===== config.mk =====
export PLATFORM = sky130hd
export DESIGN_NAME = polygon_normal_newell
export DESIGN_NICKNAME = d
export VERILOG_FILES = /design/src/rtl/pnn_pkg.sv /design/src/rtl/polygon_normal_newell.sv
export SDC_FILE = /design/constraint.sdc
export NUM_CORES = 2
export LEC_CHECK = 0
export BUFFER_PORTS_ARGS = -buffer_cell sky130_fd_sc_hd__buf_2
export CORE_MARGIN = 5
export CORE_UTILIZATION = 33
export DETAILED_ROUTE_END_ITERATION = 10
export GPL_TIMING_DRIVEN = 0
export PLACE_DENSITY_LB_ADDON = 0.2
export SKIP_CTS_REPAIR_TIMING = 1
export SYNTH_ARGS = -nofsm -noshare
export SYNTH_HDL_FRONTEND = slang
export SYNTH_SLANG_ARGS = --single-unit
export TNS_END_PERCENT = 50

===== constraint.sdc =====
create_clock -name clk -period 27.3 [get_ports clk]
set_input_delay 2.73 -clock clk [delete_from_list [all_inputs] [get_ports clk]]
set_output_delay 2.73 -clock clk [all_outputs]
set_load 0.05 [all_outputs]

===== src/rtl/pnn_pkg.sv =====
// Shared constants and helper functions for the Newell polygon normal block.
// No dependencies.
package pnn_pkg;

	localparam int COORD_WIDTH      = 16;
	localparam int COORD_FRAC_BITS  = 8;
	localparam int NORMAL_FRAC_BITS = 14;
	localparam int COUNT_WIDTH      = 12;
	localparam int SUM_WIDTH        = 48;
	localparam int OUT_WIDTH        = 16;
	localparam int THR_WIDTH        = 16;
	localparam int MUL_WIDTH        = 24;
	localparam int SQ_WIDTH         = 2 * SUM_WIDTH;
	localparam int ROOT_WIDTH       = SUM_WIDTH;
	localparam int QUO_WIDTH        = NORMAL_FRAC_BITS + 2;
	localparam int RESCALE_SHIFT    = 2 * COORD_FRAC_BITS - NORMAL_FRAC_BITS;
	localparam logic [SUM_WIDTH:0] OUT_LIMIT = (SUM_WIDTH + 1)'(1) << NORMAL_FRAC_BITS;

	typedef logic signed [SUM_WIDTH-1:0] sum_t;
	typedef logic signed [OUT_WIDTH-1:0] comp_t;

	function automatic logic [SUM_WIDTH-1:0] sum_mag(input sum_t v);
		sum_mag = v[SUM_WIDTH-1] ? SUM_WIDTH'(-v) : SUM_WIDTH'(v);
	endfunction

	function automatic comp_t pack_comp(input logic neg, input logic [SUM_WIDTH:0] m);
		logic [SUM_WIDTH:0] c;
		c = (m > OUT_LIMIT) ? OUT_LIMIT : m;
		pack_comp = neg ? comp_t'(-c[OUT_WIDTH-1:0]) : comp_t'(c[OUT_WIDTH-1:0]);
	endfunction

	function automatic comp_t rescale(input sum_t v);
		logic [SUM_WIDTH:0] m;
		m = ({1'b0, sum_mag(v)} + (SUM_WIDTH + 1)'(1 << (RESCALE_SHIFT - 1))) >> RESCALE_SHIFT;
		rescale = pack_comp(v[SUM_WIDTH-1], m);
	endfunction

endpackage


===== src/rtl/polygon_normal_newell.sv =====
// Top level of the Newell polygon normal block: accumulation, square root, divides.
// Depends on pnn_pkg.
// A middle vertex is accepted, then its edge runs per component on the shared 24x24 multiplier.
// The last vertex adds its edge, the closing edge, squares (3 components x 4 parts), the root
// (one bit of 48 per step) and three 16-bit quotients, or a rescale for a degenerate face.
// A face under three vertices gives no result. Input waits only until the result is loaded.
// Reset clears all face state and sets the threshold to 7; no item is pending after reset.
module polygon_normal_newell (
	input  logic clk,
	input  logic arst_n,
	input  logic in_valid,
	output logic in_ready,
	input  logic signed [15:0] vertex_x,
	input  logic signed [15:0] vertex_y,
	input  logic signed [15:0] vertex_z,
	input  logic last_vertex,
	output logic out_valid,
	input  logic out_ready,
	output logic signed [15:0] normal_x,
	output logic signed [15:0] normal_y,
	output logic signed [15:0] normal_z,
	output logic degenerate,
	input  logic cfg_valid,
	output logic cfg_ready,
	input  logic [15:0] cfg_data
);
	import pnn_pkg::*;

	typedef enum logic [2:0] {S_IDLE, S_EDGE, S_SQ, S_ROOT, S_DIV, S_WAIT} state_t;

	localparam logic [COUNT_WIDTH-1:0] COUNT_MAX = '1;

	state_t state_q;
	logic [THR_WIDTH-1:0] thr_q;
	logic signed [COORD_WIDTH-1:0] first_q [3];
	logic signed [COORD_WIDTH-1:0] prev_q [3];
	logic signed [COORD_WIDTH-1:0] cur_q [3];
	sum_t sum_q [3];
	logic [COUNT_WIDTH-1:0] count_q;
	logic last_q, closing_q;
	logic [1:0] comp_q, part_q;
	logic [SQ_WIDTH-1:0] sq_q;
	logic [ROOT_WIDTH+1:0] rem_root_q;
	logic [ROOT_WIDTH-1:0] root_q;
	logic [5:0] step_q;
	logic [SUM_WIDTH-1:0] drem_q;
	logic [QUO_WIDTH-1:0] quo_q;
	comp_t res_q [3];
	logic degen_q;

	logic signed [COORD_WIDTH-1:0] ea [3];
	logic signed [COORD_WIDTH-1:0] eb [3];
	logic signed [COORD_WIDTH:0] d, s;
	logic [COORD_WIDTH:0] dmag, smag;
	logic [MUL_WIDTH-1:0] mul_a, mul_b;
	logic [2*MUL_WIDTH-1:0] prod;
	logic signed [SUM_WIDTH:0] term, acc;
	sum_t acc_sat;
	logic [SUM_WIDTH-1:0] smag_sum;
	logic [SQ_WIDTH-1:0] sq_add;
	logic [ROOT_WIDTH+3:0] rt_rem, rt_trial;
	logic [SUM_WIDTH:0] dv_t, dv_r;
	logic dv_ge;
	logic [QUO_WIDTH-1:0] dv_q;
	logic [QUO_WIDTH:0] dv_round;

	assign in_ready  = (state_q == S_IDLE);
	assign cfg_ready = 1'b1;

	always_comb begin
		for (int i = 0; i < 3; i++) begin
			ea[i] = closing_q ? cur_q[i] : prev_q[i];
			eb[i] = closing_q ? first_q[i] : cur_q[i];
		end
		unique case (comp_q)
			2'd0: begin
				d = (COORD_WIDTH + 1)'(ea[1]) - (COORD_WIDTH + 1)'(eb[1]);
				s = (COORD_WIDTH + 1)'(ea[2]) + (COORD_WIDTH + 1)'(eb[2]);
			end
			2'd1: begin
				d = (COORD_WIDTH + 1)'(ea[2]) - (COORD_WIDTH + 1)'(eb[2]);
				s = (COORD_WIDTH + 1)'(ea[0]) + (COORD_WIDTH + 1)'(eb[0]);
			end
			default: begin
				d = (COORD_WIDTH + 1)'(ea[0]) - (COORD_WIDTH + 1)'(eb[0]);
				s = (COORD_WIDTH + 1)'(ea[1]) + (COORD_WIDTH + 1)'(eb[1]);
			end
		endcase
		dmag = d[COORD_WIDTH] ? (COORD_WIDTH + 1)'(-d) : (COORD_WIDTH + 1)'(d);
		smag = s[COORD_WIDTH] ? (COORD_WIDTH + 1)'(-s) : (COORD_WIDTH + 1)'(s);
		smag_sum = sum_mag(sum_q[comp_q]);

		if (state_q == S_SQ) begin
			mul_a = part_q[1] ? smag_sum[SUM_WIDTH-1:MUL_WIDTH] : smag_sum[MUL_WIDTH-1:0];
			mul_b = part_q[0] ? smag_sum[SUM_WIDTH-1:MUL_WIDTH] : smag_sum[MUL_WIDTH-1:0];
		end else begin
			mul_a = MUL_WIDTH'(dmag);
			mul_b = MUL_WIDTH'(smag);
		end
		prod = mul_a * mul_b;

		term = (d[COORD_WIDTH] ^ s[COORD_WIDTH]) ? -(SUM_WIDTH + 1)'(prod)
			: (SUM_WIDTH + 1)'(prod);
		acc = (SUM_WIDTH + 1)'(sum_q[comp_q]) + term;
		if (acc[SUM_WIDTH] != acc[SUM_WIDTH-1])
			acc_sat = acc[SUM_WIDTH] ? {1'b1, {(SUM_WIDTH-1){1'b0}}}
				: {1'b0, {(SUM_WIDTH-1){1'b1}}};
		else
			acc_sat = acc[SUM_WIDTH-1:0];

		unique case (part_q)
			2'd0:    sq_add = SQ_WIDTH'(prod);
			2'd3:    sq_add = SQ_WIDTH'(prod) << (2 * MUL_WIDTH);
			default: sq_add = SQ_WIDTH'(prod) << MUL_WIDTH;
		endcase

		rt_rem   = {rem_root_q, sq_q[SQ_WIDTH-1:SQ_WIDTH-2]};
		rt_trial = {2'b00, root_q, 2'b01};

		dv_t  = (step_q == '0) ? {1'b0, smag_sum} : {drem_q, 1'b0};
		dv_ge = (dv_t >= {1'b0, root_q});
		dv_r  = dv_ge ? dv_t - {1'b0, root_q} : dv_t;
		dv_q  = {quo_q[QUO_WIDTH-2:0], dv_ge};
		dv_round = ((QUO_WIDTH + 1)'(dv_q) + (QUO_WIDTH + 1)'(1)) >> 1;
	end

	always_ff @(posedge clk or negedge arst_n) begin
		if (!arst_n) begin
			state_q <= S_IDLE;
			thr_q <= THR_WIDTH'(7);
			for (int i = 0; i < 3; i++) begin
				first_q[i] <= '0;
				prev_q[i] <= '0;
				cur_q[i] <= '0;
				sum_q[i] <= '0;
				res_q[i] <= '0;
			end
			count_q <= '0;
			last_q <= 1'b0;
			closing_q <= 1'b0;
			comp_q <= '0;
			part_q <= '0;
			sq_q <= '0;
			rem_root_q <= '0;
			root_q <= '0;
			step_q <= '0;
			drem_q <= '0;
			quo_q <= '0;
			degen_q <= 1'b0;
			out_valid <= 1'b0;
			normal_x <= '0;
			normal_y <= '0;
			normal_z <= '0;
			degenerate <= 1'b0;
		end else begin
			if (cfg_valid)
				thr_q <= cfg_data;
			if (out_valid && out_ready && state_q != S_WAIT)
				out_valid <= 1'b0;
			unique case (state_q)
				S_IDLE: begin
					if (in_valid) begin
						cur_q[0] <= vertex_x;
						cur_q[1] <= vertex_y;
						cur_q[2] <= vertex_z;
						last_q <= last_vertex;
						comp_q <= '0;
						if (count_q != COUNT_MAX)
							count_q <= count_q + 1'b1;
						if (count_q == '0) begin
							first_q[0] <= vertex_x;
							first_q[1] <= vertex_y;
							first_q[2] <= vertex_z;
							prev_q[0] <= vertex_x;
							prev_q[1] <= vertex_y;
							prev_q[2] <= vertex_z;
							closing_q <= 1'b1;
							if (last_vertex)
								state_q <= S_EDGE;
						end else begin
							closing_q <= 1'b0;
							state_q <= S_EDGE;
						end
					end
				end
				S_EDGE: begin
					if (comp_q != 2'd2) begin
						sum_q[comp_q] <= acc_sat;
						comp_q <= comp_q + 1'b1;
					end else begin
						comp_q <= '0;
						if (!closing_q) begin
							sum_q[2] <= acc_sat;
							prev_q <= cur_q;
							closing_q <= 1'b1;
							state_q <= last_q ? S_EDGE : S_IDLE;
						end else if (count_q >= COUNT_WIDTH'(3)) begin
							sum_q[2] <= acc_sat;
							part_q <= '0;
							sq_q <= '0;
							state_q <= S_SQ;
						end else begin
							for (int i = 0; i < 3; i++)
								sum_q[i] <= '0;
							count_q <= '0;
							state_q <= S_IDLE;
						end
					end
				end
				S_SQ: begin
					sq_q <= sq_q + sq_add;
					part_q <= part_q + 1'b1;
					if (part_q == 2'd3) begin
						if (comp_q != 2'd2) begin
							comp_q <= comp_q + 1'b1;
						end else begin
							comp_q <= '0;
							rem_root_q <= '0;
							root_q <= '0;
							step_q <= '0;
							state_q <= S_ROOT;
						end
					end
				end
				S_ROOT: begin
					sq_q <= sq_q << 2;
					if (rt_rem >= rt_trial) begin
						rem_root_q <= (ROOT_WIDTH + 2)'(rt_rem - rt_trial);
						root_q <= {root_q[ROOT_WIDTH-2:0], 1'b1};
					end else begin
						rem_root_q <= (ROOT_WIDTH + 2)'(rt_rem);
						root_q <= {root_q[ROOT_WIDTH-2:0], 1'b0};
					end
					if (step_q == 6'(ROOT_WIDTH - 1)) begin
						step_q <= '0;
						state_q <= S_DIV;
					end else begin
						step_q <= step_q + 1'b1;
					end
				end
				S_DIV: begin
					if (root_q <= SUM_WIDTH'(thr_q)) begin
						for (int i = 0; i < 3; i++)
							res_q[i] <= rescale(sum_q[i]);
						degen_q <= 1'b1;
						state_q <= S_WAIT;
					end else begin
						drem_q <= dv_r[SUM_WIDTH-1:0];
						quo_q <= dv_q;
						if (step_q == 6'(QUO_WIDTH - 1)) begin
							res_q[comp_q] <= pack_comp(sum_q[comp_q][SUM_WIDTH-1],
								(SUM_WIDTH + 1)'(dv_round));
							step_q <= '0;
							degen_q <= 1'b0;
							if (comp_q != 2'd2)
								comp_q <= comp_q + 1'b1;
							else begin
								comp_q <= '0;
								state_q <= S_WAIT;
							end
						end else begin
							step_q <= step_q + 1'b1;
						end
					end
				end
				S_WAIT: begin
					if (!out_valid || out_ready) begin
						out_valid <= 1'b1;
						normal_x <= res_q[0];
						normal_y <= res_q[1];
						normal_z <= res_q[2];
						degenerate <= degen_q;
						for (int i = 0; i < 3; i++)
							sum_q[i] <= '0;
						count_q <= '0;
						state_q <= S_IDLE;
					end
				end
				default: state_q <= S_IDLE;
			endcase
		end
	end

endmodule

==> flow_summary.ini <==
[clock_network]
cts-root-buf = clkbuf_16
clock_latency_ns = 0.76
clk_pin_slew_ns = 0.06
cts_tree = built
cts_inserted_buffers = 83
htreeDepth = 3
cts.sinks = 687
cts_buffer_depth = 3

[sta]
setup_violations = 0
finalCritPeriodShare_pct = 86.6
finalHoldViolCount = 0
tightest_slew_ns = 1.76
slew_headroom_pct = -17.3
tns_ns = 0
fin_ws_ns = 3.65
slew_viol_final = 64
min_period_ns = 23.65
holdWs_ns = 0.471
grt_setup_unrepaired = no
skew_ns = 0.0434
max_freq_mhz = 42.3

[run_status]
status = finished with violations
violations = max-capacitance violations, max-slew violations

[place]
hpwl_mm = 311
post-place-ws_ns = 4.02
gp_congestion = 0.988
port_buffers = 120

[route]
drtIter0Drc = 8855
drcViolationCount = 0
wl_mm = 380
viasPerCell = 5.82
wire_per_inst_um = 26.9
via_count = 82100
postRouteAntennaNets = 0
firstDrtPassIters = 9

[grt]
antenna_found_initial = 22
grt_pass1_wl_mm = 551
grt_overflow = 0
grt_max_degree = 120
gr-usage-all-layers_pct = 27.9
grt_pass1_vias = 79700

[yosys]
syn_nets = 11500
syn-mean-instance-area_um2 = 8.04
synth-main-ff-cell = dfrtp_1
synth_top_area_cell = dfrtp_1
synth_cell_types = 115
synth_seq_cells = 687
syn_area_um2 = 83800
synth_area_leaders = dfrtp_1 20%, fa_1 12%, ha_1 8.2%, nand2_1 5.3%, o21ai_0 4.3%
synth_cells = 10400
ys_seq_area_share_pct = 20.5
yosysWarnings = 0
synth_top_area_share_pct = 20.4
synthArstFlopShare_pct = 100
synth_edf_count = 0

[min_path]
hold_class = flop to flop

[setup_path]
cp_max_fo = 10
crit_path_frequent_cell = fa_1
crit_required_ns = 27.99
start_kind = flop
worst_ep_arrival_time_ns = 24.34
cp-end-kind = flop
crit_type = flop to flop
critPathMaxStageDelay_ns = 1.11
slowest_stage = clkbuf_1

[die]
start_util_pct = 33.0
chipWidth_um = 514
coreArea_um2 = 253000
io_pins = 122
die-area_um2 = 264000
fp-row-count = 185
die_h_um = 514

[cells_and_area]
area_growth_pct = 10.5
drive_above_1_share_pct = 6.87
fin_nets = 11800

[run]
cap_violations = 12
-- cells in the mapped netlist (28+ instances only) --
cell	instances
o21ai_0	725
nand3_1	197
a221o_1	129
a21o_1	233
or2_2	61
a21oi_1	603
o22ai_1	51
nand2_1	1183
o41ai_1	53
mux2_2	214
and2_1	73
nor2_1	863
o31ai_1	97
a31oi_1	116
ha_1	548
nor4_1	102
a211oi_1	66
o21a_1	82
o221ai_1	28
mux2i_1	189
nor2b_1	109
nor3_1	183
buf_1	62
or4_1	47
inv_1	880
xnor2_1	398
buf_2	30
dfrtp_1	684
a22o_1	34
o21bai_1	59
xor2_1	276
fa_1	491
and3_1	75
a22oi_1	47
or3_1	67
clkbuf_1	525
o211ai_1	39
nand2b_1	153
nand4_1	125
-- critical path, delay by kind of cell, from the launching register on --
family	cells	cell delay, ns
buf+inv	13	7.39
xor+xnor	5	2.71
compound gates	14	4.55
fa+ha+maj	9	4.51
flops	1	0.45
simple gates	9	3.35
mux	1	0.49
-- path summary, 6_finish.rpt --
path,from,endpoint,slack [ns],cells after the start
min,prev_q[8],prev_q[8],0.47,2
max in group asynchronous,arst_n,cur_q[23],23.40,4
min in group asynchronous,arst_n,thr_q[14],1.95,1
max,comp_q[1],sum_q[136],3.65,51
min reg2reg,prev_q[8],prev_q[8],0.47,2
max reg2reg,comp_q[1],sum_q[136],3.65,51
-- flip-flops by register name (all words and copies together) (netlist names), 15 cells and up --
signal      count
root_q         48
thr_q          16
rem_root_q     50
normal_x       16
quo_q          15
normal_y       16
drem_q         48
first_q        48
res_q          48
sum_q         144
prev_q         48
sq_q           96
normal_z       16
cur_q          48
-- stage by stage --
stage               utilization, %  std cells  cell area [µm²]
global route                  36.5      14100            92500
CTS                           36.5      14100            92400
global placement              34.9      13900            88600
detailed placement            35.3      13900            89400
finish                        36.5      14100            92500
floorplan                        -      10400            83800
-- layout by cell type (no fill, tap or decap), drive strengths merged, types with 276 or more instances in the layout --
master and n:
a21oi 604, nor2 865, ha 548, fa 491
inv 885, xnor2 398, xor2 276, o21ai 751
nand2 1184, clkbuf 638, dfrtp 684
-- metal layers --
layer / vias to the layer above / GRT usage (%) / part of all wire, %
li1: 37000 / - / -
met1: 41000 / 37.4 / 43
met2: 3458 / 43.8 / 44
met3: 728 / 4.75 / 7.5
met4: 10 / 12.7 / 5.4
met5: - / 0 / 0.018
-- cell families (layout without fill, tap and decap cells) --
group / Yosys count / in the layout / synth area share (%)
simple gates: 3405 / 3405 / 19.4
flops: 687 / 687 / 20.5
xor+xnor: 674 / 674 / 7.05
compound gates: 2699 / 2699 / 21.1
other cells: 1 / 21 / 0.00448
fa+ha+maj: 1040 / 1040 / 19.9
mux: 403 / 403 / 5.14
buf+inv: 1511 / 1820 / 6.88
-- layout make-up --
class	count	area [µm²]
clock buffer	110	2330
clock inverter	42	713
buffer	628	2450
antenna	20	50.0
inverter	883	3310
fill	26700	161000
tap	3366	4210
timing repair buffer	157	1210
sequential	687	17200
multi-input combinational	8222	61100
Power is not shown: default switching activity piles up to over one toggle a cycle in this logic, so the estimate is an artifact.
